[src/design/catan_pkg.sv]
// Shared types, widths and the arctangent table for the CORDIC phase unit.
// Depends on nothing; every other design file imports it.
package catan_pkg;

  localparam int DATA_W     = 32;
  localparam int ITERATIONS = 12;
  localparam int PI_UNITS   = 1073741824;
  localparam int TAB_SIZE   = 32;
  localparam int IDX_W      = $clog2(TAB_SIZE);
  localparam int NUM_STAGES = (ITERATIONS > TAB_SIZE - 1) ? TAB_SIZE - 1 : ITERATIONS;

  // The vector grows by the CORDIC gain (about 1.65) on top of sqrt(2).
  localparam int VEC_W = DATA_W + 3;
  localparam int ACC_W = DATA_W + 2;
  localparam int RES_W = DATA_W + 4;

  localparam real Pi = 3.14159265358979323846;

  typedef logic signed [ACC_W-1:0] catan_tab_t [TAB_SIZE];

  typedef struct packed {
    logic signed [VEC_W-1:0] x;
    logic signed [VEC_W-1:0] y;
    logic signed [ACC_W-1:0] acc;
    logic                    x_neg;
    logic                    y_neg;
  } catan_vec_t;

  // Entry i is round(atan(2^-i) * PI_UNITS / pi), rounded half up.
  // Entry 0 is exactly a quarter of half a turn.
  function automatic catan_tab_t build_atan_tab();
    catan_tab_t tab;
    real        v;
    tab[0] = ACC_W'((PI_UNITS + 2) / 4);
    for (int i = 1; i < TAB_SIZE; i++) begin
      v      = $atan(2.0 ** (-i)) * real'(PI_UNITS) / Pi;
      tab[i] = ACC_W'($rtoi(v + 0.5));
    end
    return tab;
  endfunction

  localparam catan_tab_t ATAN_TAB = build_atan_tab();

  // Division by 2^sh that truncates toward zero, as integer division does.
  function automatic logic signed [VEC_W-1:0] trunc_shift(
    input logic signed [VEC_W-1:0] v,
    input logic [IDX_W-1:0]        sh
  );
    logic [VEC_W-1:0]        bias;
    logic signed [VEC_W-1:0] tmp;
    bias = ~({VEC_W{1'b1}} << sh);
    tmp  = v[VEC_W-1] ? (v + $signed(bias)) : v;
    return tmp >>> sh;
  endfunction

endpackage

[src/design/catan_in_if.sv]
// Request channel carrying one (x, y) sample pair with valid/ready handshake.
// Depends on catan_pkg for the field width.
interface catan_in_if;
  import catan_pkg::*;

  logic                     valid;
  logic                     ready;
  logic signed [DATA_W-1:0] x_in;
  logic signed [DATA_W-1:0] y_in;

  modport source (output valid, output x_in, output y_in, input ready);
  modport sink (input valid, input x_in, input y_in, output ready);
endinterface

[src/design/catan_out_if.sv]
// Result channel carrying one phase angle with valid/ready handshake.
// Depends on catan_pkg for the field width.
interface catan_out_if;
  import catan_pkg::*;

  logic                     valid;
  logic                     ready;
  logic signed [DATA_W-1:0] phase;

  modport source (output valid, output phase, input ready);
  modport sink (input valid, input phase, output ready);
endinterface

[src/design/catan_prep.sv]
// Input stage: reflects a negative x into the right half plane and widens
// the vector for the rotation stages. Depends on catan_pkg and catan_in_if.
module catan_prep (
  input  logic                  clk,
  input  logic                  rst,
  catan_in_if.sink              sample,
  output logic                  dn_valid,
  output catan_pkg::catan_vec_t dn_data,
  input  logic                  dn_ready
);
  import catan_pkg::*;

  catan_vec_t              vec_next;
  logic signed [VEC_W-1:0] x_ext;

  assign sample.ready = !dn_valid || dn_ready;

  always_comb begin
    x_ext          = VEC_W'(sample.x_in);
    vec_next.x_neg = sample.x_in[DATA_W-1];
    vec_next.y_neg = sample.y_in[DATA_W-1];
    vec_next.x     = vec_next.x_neg ? -x_ext : x_ext;
    vec_next.y     = VEC_W'(sample.y_in);
    vec_next.acc   = '0;
  end

  always_ff @(posedge clk) begin
    if (rst) begin
      dn_valid <= 1'b0;
    end else if (sample.ready) begin
      dn_valid <= sample.valid;
    end
  end

  always_ff @(posedge clk) begin
    if (sample.ready && sample.valid) begin
      dn_data <= vec_next;
    end
  end

endmodule

[src/design/catan_stage.sv]
// One CORDIC vectoring micro-rotation with its own pipeline register.
// The stage number selects the shift and the table entry. Depends on catan_pkg.
module catan_stage (
  input  logic                          clk,
  input  logic                          rst,
  input  logic [catan_pkg::IDX_W-1:0]   idx,
  input  logic                          up_valid,
  input  catan_pkg::catan_vec_t         up_data,
  output logic                          up_ready,
  output logic                          dn_valid,
  output catan_pkg::catan_vec_t         dn_data,
  input  logic                          dn_ready
);
  import catan_pkg::*;

  catan_vec_t              vec_next;
  logic signed [VEC_W-1:0] x_sh;
  logic signed [VEC_W-1:0] y_sh;
  logic signed [ACC_W-1:0] step;

  assign up_ready = !dn_valid || dn_ready;

  // Rotate toward y = 0; both updates use the old x and y.
  always_comb begin
    x_sh           = trunc_shift(up_data.x, idx);
    y_sh           = trunc_shift(up_data.y, idx);
    step           = ATAN_TAB[idx];
    vec_next.x_neg = up_data.x_neg;
    vec_next.y_neg = up_data.y_neg;
    if (up_data.y[VEC_W-1]) begin
      vec_next.x   = up_data.x - y_sh;
      vec_next.y   = up_data.y + x_sh;
      vec_next.acc = up_data.acc - step;
    end else begin
      vec_next.x   = up_data.x + y_sh;
      vec_next.y   = up_data.y - x_sh;
      vec_next.acc = up_data.acc + step;
    end
  end

  always_ff @(posedge clk) begin
    if (rst) begin
      dn_valid <= 1'b0;
    end else if (up_ready) begin
      dn_valid <= up_valid;
    end
  end

  always_ff @(posedge clk) begin
    if (up_ready && up_valid) begin
      dn_data <= vec_next;
    end
  end

endmodule

[src/design/catan_post.sv]
// Output stage: quadrant correction for a reflected vector, saturation to
// 32 bits, and the result register. Depends on catan_pkg and catan_out_if.
module catan_post (
  input  logic                  clk,
  input  logic                  rst,
  input  logic                  up_valid,
  input  catan_pkg::catan_vec_t up_data,
  output logic                  up_ready,
  catan_out_if.source           result
);
  import catan_pkg::*;

  localparam logic signed [RES_W-1:0] PI_RES = RES_W'(PI_UNITS);
  localparam logic signed [RES_W-1:0] SAT_MAX =
    {{(RES_W-DATA_W+1){1'b0}}, {(DATA_W-1){1'b1}}};
  localparam logic signed [RES_W-1:0] SAT_MIN =
    {{(RES_W-DATA_W+1){1'b1}}, {(DATA_W-1){1'b0}}};

  logic signed [RES_W-1:0]  acc_ext;
  logic signed [RES_W-1:0]  res;
  logic signed [DATA_W-1:0] phase_next;

  assign up_ready = !result.valid || result.ready;

  always_comb begin
    acc_ext = $signed({{(RES_W-ACC_W){up_data.acc[ACC_W-1]}}, up_data.acc});
    if (!up_data.x_neg) begin
      res = acc_ext;
    end else if (up_data.y_neg) begin
      res = -PI_RES - acc_ext;
    end else begin
      res = PI_RES - acc_ext;
    end
    if (res > SAT_MAX) begin
      phase_next = SAT_MAX[DATA_W-1:0];
    end else if (res < SAT_MIN) begin
      phase_next = SAT_MIN[DATA_W-1:0];
    end else begin
      phase_next = res[DATA_W-1:0];
    end
  end

  always_ff @(posedge clk) begin
    if (rst) begin
      result.valid <= 1'b0;
    end else if (up_ready) begin
      result.valid <= up_valid;
    end
  end

  always_ff @(posedge clk) begin
    if (up_ready && up_valid) begin
      result.phase <= phase_next;
    end
  end

endmodule

[src/design/cordic_atan2_phase_unit.sv]
// Four-quadrant phase of a signed (x, y) pair by pipelined CORDIC vectoring.
// Input channel "sample" takes x_in and y_in; output channel "result" gives
// phase, where PI_UNITS is half a turn, saturated to 32 bits.
// Both channels use valid/ready; a request moves when both are high.
// Structure: one input stage (reflects negative x), one register stage per
// micro-rotation (12), and one output stage (quadrant fix-up, saturation).
// A request passes the input, rotation and output registers in order; the
// pipeline takes one request per cycle while the result channel does not
// stall, set by one rotation stage per iteration.
// Every stage holds a valid bit and loads whenever it is empty or its
// successor moves, so bubbles close up and a stall on the result channel
// backs up stage by stage; nothing is dropped or repeated. The input keeps
// accepting while any stage is empty, even while a result waits.
// Synchronous reset clears all valid bits; the pipeline is empty after it.
// Depends on catan_pkg, catan_in_if, catan_out_if, catan_prep,
// catan_stage and catan_post.
module cordic_atan2_phase_unit (
  input  logic        clk,
  input  logic        rst,
  catan_in_if.sink    sample,
  catan_out_if.source result
);
  import catan_pkg::*;

  logic       pipe_valid [NUM_STAGES+1];
  logic       pipe_ready [NUM_STAGES+1];
  catan_vec_t pipe_data  [NUM_STAGES+1];

  catan_prep u_prep (
    .clk      (clk),
    .rst      (rst),
    .sample   (sample),
    .dn_valid (pipe_valid[0]),
    .dn_data  (pipe_data[0]),
    .dn_ready (pipe_ready[0])
  );

  for (genvar k = 0; k < NUM_STAGES; k++) begin : g_stage
    catan_stage u_stage (
      .clk      (clk),
      .rst      (rst),
      .idx      (IDX_W'(k)),
      .up_valid (pipe_valid[k]),
      .up_data  (pipe_data[k]),
      .up_ready (pipe_ready[k]),
      .dn_valid (pipe_valid[k+1]),
      .dn_data  (pipe_data[k+1]),
      .dn_ready (pipe_ready[k+1])
    );
  end

  catan_post u_post (
    .clk      (clk),
    .rst      (rst),
    .up_valid (pipe_valid[NUM_STAGES]),
    .up_data  (pipe_data[NUM_STAGES]),
    .up_ready (pipe_ready[NUM_STAGES]),
    .result   (result)
  );

endmodule
[src/flat_wrapper.sv]
// flat-port wrapper written by rule: the top's interface ports become plain ports
module cordic_atan2_phase_unit_flat import catan_pkg::*;
  (clk, rst, sample_valid, sample_x_in, sample_y_in, sample_ready, result_valid, result_phase, result_ready);
  catan_in_if sample_i ();
  catan_out_if result_i ();
  input  logic clk;
  input  logic rst;
  input wire logic [$bits(sample_i.valid)-1:0] sample_valid;
  input wire logic [$bits(sample_i.x_in)-1:0] sample_x_in;
  input wire logic [$bits(sample_i.y_in)-1:0] sample_y_in;
  output wire logic [$bits(sample_i.ready)-1:0] sample_ready;
  output wire logic [$bits(result_i.valid)-1:0] result_valid;
  output wire logic [$bits(result_i.phase)-1:0] result_phase;
  input wire logic [$bits(result_i.ready)-1:0] result_ready;
  assign sample_i.valid = sample_valid;
  assign sample_i.x_in = sample_x_in;
  assign sample_i.y_in = sample_y_in;
  assign sample_ready = sample_i.ready;
  assign result_valid = result_i.valid;
  assign result_phase = result_i.phase;
  assign result_i.ready = result_ready;
  cordic_atan2_phase_unit u_core (.clk(clk), .rst(rst), .sample(sample_i), .result(result_i));
endmodule
[config.mk]
export PLATFORM = sky130hd
export DESIGN_NAME = cordic_atan2_phase_unit_flat
export DESIGN_NICKNAME = d
export VERILOG_FILES = /design/src/design/catan_pkg.sv /design/src/design/catan_in_if.sv /design/src/design/catan_out_if.sv /design/src/design/catan_prep.sv /design/src/design/catan_stage.sv /design/src/design/catan_post.sv /design/src/design/cordic_atan2_phase_unit.sv /design/src/flat_wrapper.sv
export SDC_FILE = /design/constraint.sdc
export NUM_CORES = 2
export LEC_CHECK = 0
export BUFFER_PORTS_ARGS = -buffer_cell sky130_fd_sc_hd__buf_2
export CAP_MARGIN = 30
export CORE_AREA = 2 2 603 605
export CTS_BUF_LIST = sky130_fd_sc_hd__clkbuf_4 sky130_fd_sc_hd__clkbuf_8 sky130_fd_sc_hd__clkbuf_16
export DETAILED_ROUTE_END_ITERATION = 7
export DIE_AREA = 0 0 605 607
export GPL_ROUTABILITY_DRIVEN = 0
export PLACE_DENSITY = 0.52
export SLEW_MARGIN = 20
export SYNTH_ARGS = -nofsm -noshare
export SYNTH_HDL_FRONTEND = slang
export SYNTH_SLANG_ARGS = --single-unit
export TNS_END_PERCENT = 5
[constraint.sdc]
create_clock -name clk -period 10.22 [get_ports clk]
set_input_delay 0.511 -clock clk [delete_from_list [all_inputs] [get_ports clk]]
set_output_delay 0.511 -clock clk [all_outputs]
set_load 0.02 [all_outputs]
After elaboration in Yosys (flattened, before gate mapping)
Cells that the tools add are included.

Register bits after elaboration: 1282. Input port bits: 68. Output and inout port bits: 34. Logic and storage cells: 248.

$add $sub $neg: 89. $lt $le $gt $ge: 2. Muxes and demuxes: 38. Reduce and logical (&&, ||, !) cells: 42.

Operators by type and width (count): 104-bit two-way mux (11); 35-bit two-way mux (22); 36-bit two-way mux (2); 35-bit by 10-bit adder with 35-bit output, second input constant (2); 35-bit by 11-bit adder with 35-bit output, second input constant (2); 35-bit by 2-bit adder with 35-bit output, second input constant (2); 35-bit by 25-bit adder with 35-bit output (2); 35-bit by 26-bit adder with 35-bit output (2); 35-bit by 27-bit adder with 35-bit output (2); 35-bit by 28-bit adder with 35-bit output (2); 35-bit by 29-bit adder with 35-bit output (2); 35-bit by 3-bit adder with 35-bit output, second input constant (2); 35-bit by 30-bit adder with 35-bit output (2); 35-bit by 31-bit adder with 35-bit output (2); 35-bit by 32-bit adder with 35-bit output (2); 35-bit by 33-bit adder with 35-bit output (2); 35-bit by 34-bit adder with 35-bit output (2); 35-bit by 4-bit adder with 35-bit output, second input constant (2); 35-bit by 5-bit adder with 35-bit output, second input constant (2); 35-bit by 6-bit adder with 35-bit output, second input constant (2); 35-bit by 7-bit adder with 35-bit output, second input constant (2); 35-bit by 8-bit adder with 35-bit output, second input constant (2); 35-bit by 9-bit adder with 35-bit output, second input constant (2); 35-bit by 25-bit subtractor with 35-bit output (2); 46 further kinds (94).

Longest topological paths before layout
Depth after elaboration: 16. Depth in mapped cells: 27. Gate-level depth less buffers: 26.

By module
A second synthesis with hierarchy kept.

Cell total of the unflattened synthesis: 36796. Area, all modules: 275412.9 um^2.

Modules (own cells, without submodules): catan_stage at u_core.g_stage[1].u_stage ... (instances 4, cells each 3081, area each 22754.3 um^2, seq. area each 3203.1 um^2); catan_stage at u_core.g_stage[5].u_stage ... (instances 3, cells each 3032, area each 22442.8 um^2, seq. area each 3203.1 um^2); catan_stage at u_core.g_stage[10].u_stage (instances 1, cells each 3044, area each 22725.5 um^2, seq. area each 3203.1 um^2); catan_stage at u_core.g_stage[9].u_stage (instances 1, cells each 3051, area each 22703.0 um^2, seq. area each 3203.1 um^2); catan_stage at u_core.g_stage[8].u_stage (instances 1, cells each 2981, area each 22213.8 um^2, seq. area each 3203.1 um^2); catan_stage at u_core.g_stage[0].u_stage (instances 1, cells each 2948, area each 22084.9 um^2, seq. area each 3203.1 um^2); catan_stage at u_core.g_stage[11].u_stage (instances 1, cells each 2858, area each 21598.2 um^2, seq. area each 3203.1 um^2); catan_prep (instances 1, cells each 208, area each 3125.5 um^2, seq. area each 2062.0 um^2); catan_post (instances 1, cells each 284, area each 2608.8 um^2, seq. area each 980.9 um^2); cordic_atan2_phase_unit (instances 1, cells each 2, area each 7.5 um^2, seq. area each 0.0 um^2).

Worst setup path after synthesis
No wires, ideal clock.

Path kind: input-to-reg. Start point: input port result_ready. End point: register u_core.g_stage[2].u_stage.dn_data[0] (netlist name), enable pin. Library setup time: 0.729 ns. Arrival time: 9.068 ns. Required time: 9.491 ns. Path slack: 0.423 ns. Stages: 8. Path buffers: 1. Cell sequence: nor2b_1 and3_1 and3_1 clkbuf_1 nand2_1 nor4_1 and2_1 a21boi_0.

Cells in the longest elaborated chain, start to end: 12.

Ends and longest elaborated chain: start, declared (RTL line flat_wrapper.sv:14) `input wire logic [$bits(result_i.ready)-1:0] result_ready;`; 1-bit logical OR (RTL line catan_post.sv:23) `assign up_ready = !result.valid || result.ready;`; 1-bit logical OR (10 in series) (RTL line catan_stage.sv:21) `assign up_ready = !dn_valid || dn_ready;`; 1-bit logical AND (RTL line catan_stage.sv:50) `if (up_ready && up_valid) begin`; end signal, assigned (RTL line catan_stage.sv:51) `dn_data <= vec_next;`; end, declared (RTL line catan_stage.sv:11) `output catan_pkg::catan_vec_t dn_data,`.

Every way passes these cells. A chain may end at the register's enable or synchronous reset.

==> run summary <==
Drt via density: 5.218
WL/cell: 18.08 um
Switch Pwr: 4.573 mW
DR vias: 88.93k
Nature of the critical path startpoint: flip-flop
Async SR Flop Fraction: 0%
Reg power frac: 39.3%
DR iter-0 viols: 5846
Maximum clock rate: 137.4 MHz
Synth cell count leaders: 1171 x xnor2_1, 1158 x edfxtp_1, 1157 x a21oi_1
EDFF count, synth: 1158
Final cycle utilization of the critical path: 71.22%
Die Wd: 605 um
TritonCTS Buffers: 148
Fill count: 37.46k
Hold Path Class: in -> reg
Initial Util: 29.90%
H-tree depth: 4
Leakage: 45.83 nW
Initial antenna violation count: 5
Root Buffer: clkbuf_16
# rows: 221
CTS Sinks: 1172
DIE AREA: 367200 um2
Drt first pass iters: 8
Worst Clk Skew: 65.91 ps
Hold path depth: 4
Comb power frac: 24.3%
Setup Viol. Count Final: 0
Final ANT Viol Nets: 0
Placed Cells: 16.72k
NumNets Final: 13.31k
Layout Cells excl Fill: 17.04k
Synth top area share: 32.23%
Top_reg_cell synth: edfxtp_1
Status: finished clean
Post-CTS setup buffer count: 0
Slowest cell delay on critical path: 690 ps
Pins Over Slew Limit: 0
# hold bufs at CTS: 64
RSZ-0062 raised after global routing: no
Clk pwr share: 36.3%
Worst Hold Endpoint: u_core.u_post.result.valid$_SDFFE_PP0P_
Critical Path RT: 10800 ps
Gate Count Post-Synth: 12.04k
I/O Pins: 102
R2R depth: 28
Internal power: 10.46 mW
Routed wire length: 308.2 mm
Worst slack, placed: 3042 ps
First-pass GRT wire length: 482.0 mm
Cell Area, Synth: 107900 um2
Worst slew margin: 35.29%
I/O Buffers: 101
R2r endpoint: u_core.g_stage[9].u_stage.dn_data[102]$_DFFE_PP_
Worst setup margin: 2941 ps
CP endpoint kind: flip-flop
Core area: 360900 um2
Total grt overflow: 0
DRC viols: 0
PostCTS Resize Cnt: 0
Final hold vios: 0
Leading area contributor after synthesis: edfxtp_1
Slowest cell on crit path: buf_4
Start of the worst register-to-register path: u_core.g_stage[8].u_stage.dn_data[70]$_DFFE_PP_
Hold Worst Slack: 98.99 ps
Peak supply drop: 0.1082 mV
Net Sw Frac: 30.42%
Post-synthesis sequential area ratio: 32.49%
Vias in the first global route: 84.40k
Hold path start: result_ready
Layout area overhead: 10.87%
Clk slew on worst S/H paths: 60 ps
Setup TNS: 0 ps
WS Path Type: reg -> reg
DP HPWL: 244.0 mm
Most area-consuming cells after synthesis: edfxtp_1 32%, ha_1 12%, xnor2_1 9.5%
#FFs+latches synth: 1172
R2r setup slk: 2940 ps
Worst-Margin Slew: 958.5 ps
Tot Pwr: 15.03 mW
Chip height: 607 um
Top delay family on crit path: simple AND/OR/NAND/NOR gates
Power Dens Cells: 125.7 nW/um2
Layout cells sized above 1: 4.866%
Avg Inst Size Synth: 8.964 um2
Count leader, synth: xnor2_1
MaxCap Viol Count: 0
Crit path time final: 7279 ps
Pin count of the biggest net entering global routing: 91
Ys Warns: 0
CP arrival: 7860 ps
Library cells used by synthesis: 116
Gr usage total: 16.25%
CP Max Fanout: 82
Worst skew pair latency: 840 ps
Max Buffers Root-to-Sink: 4
WP buf/inv: 3
TritonCTS clock tree: done
-- tightest hold or removal path, stage by stage --
cell and delay (ps):
buf_2 90, nor2b_1 120, nor2_1 110, nor2_1 40
-- cell type report --
cell class | instances | area [um2] | area share, %
flip-flops and latches | 1172 | 35050 | 29.30
repair buffers | 235 | 1713 | 1.432
well taps | 4794 | 5998 | 5.015
diodes | 1 | 2.502 | 0.002092
clock buffers | 170 | 3921 | 3.278
multi-input cells | 10110 | 70080 | 58.59
inverters | 481 | 1805 | 1.509
clock inverters | 86 | 1041 | 0.8703
-- layout by cell type, fill, tap and decap left out, types with 147 or more instances in the layout --
cell type,netlist,routed
xnor2_1,1171,1171
edfxtp_1,1158,1158
a21oi_1,1157,1155
nor2_1,1091,1090
ha_1,1067,1067
nand2_1,829,829
o21ai_0,715,715
xor2_1,502,502
inv_1,475,475
a21o_1,420,420
nand3_1,332,332
nor3_1,293,293
and3_1,183,183
o21a_1,182,182
nand4_1,157,157
nand2b_1,154,154
a31oi_1,153,151
clkbuf_16,0,151
o21bai_1,147,147
-- how the worst max path moves through the flow --
stage | start | end | cells past startpoint
finish | u_core.g_stage[8].u_stage.dn_data[70]$_DFFE_PP_ | u_core.g_stage[9].u_stage.dn_data[102]$_DFFE_PP_ | 28
global placement | u_core.g_stage[8].u_stage.dn_data[70]$_DFFE_PP_ | u_core.g_stage[9].u_stage.dn_data[102]$_DFFE_PP_ | 28
CTS | u_core.g_stage[8].u_stage.dn_data[70]$_DFFE_PP_ | u_core.g_stage[9].u_stage.dn_data[102]$_DFFE_PP_ | 28
global route | u_core.g_stage[8].u_stage.dn_data[70]$_DFFE_PP_ | u_core.g_stage[9].u_stage.dn_data[102]$_DFFE_PP_ | 28
detailed placement | u_core.g_stage[8].u_stage.dn_data[70]$_DFFE_PP_ | u_core.g_stage[9].u_stage.dn_data[102]$_DFFE_PP_ | 28
floorplan | result_ready | u_core.g_stage[2].u_stage.dn_data[0]$_DFFE_PP_ | 8
-- per-stage QoR --
stage | cell area (um2) | util, %
floorplan | 107900 | -
global placement | 113900 | 31.57
detailed placement | 113900 | 31.57
CTS | 119500 | 33.12
global route | 119600 | 33.15
finish | 119600 | 33.15
-- flip-flops by register name, indices dropped and copies added (netlist names) --
name / count
u_core.g_stage.u_stage.dn_data: 1058
u_core.g_stage.u_stage.dn_valid: 12
u_core.u_post.result.phase: 32
u_core.u_post.result.valid: 1
u_core.u_prep.dn_data: 68
u_core.u_prep.dn_valid: 1
-- cell families (layout without fill, tap and decap cells) --
logic type,Yosys count,in the layout,synth area share [%]
flops,1172,1172,32.49
xor+xnor,1675,1675,13.62
buf+inv,761,972,2.688
mux,51,51,0.4906
simple gates,3727,3727,16.94
other cells,1,4,0.003476
compound gates,3550,3550,20.80
fa+ha+maj,1099,1099,12.97
-- layer usage --
layer,routed length [um],GRT usage [%]
met3,12140,1.802
met5,0,0
met1,142000,21.46
met4,7733,4.054
met2,146400,28.13
-- power by group through the flow --
stage	Combinational (mW)	Clock, mW	Sequential (mW)
3_3_place_gp	3.61	0	6.01
6_report	3.66	5.46	5.91
3_5_place_dp	3.61	0	6.01
4_1_cts	3.66	5.66	5.91
5_1_grt	4.08	5.82	5.93
2_1_floorplan	2.78	0	5.86
(Power assumes the default switching activity.)
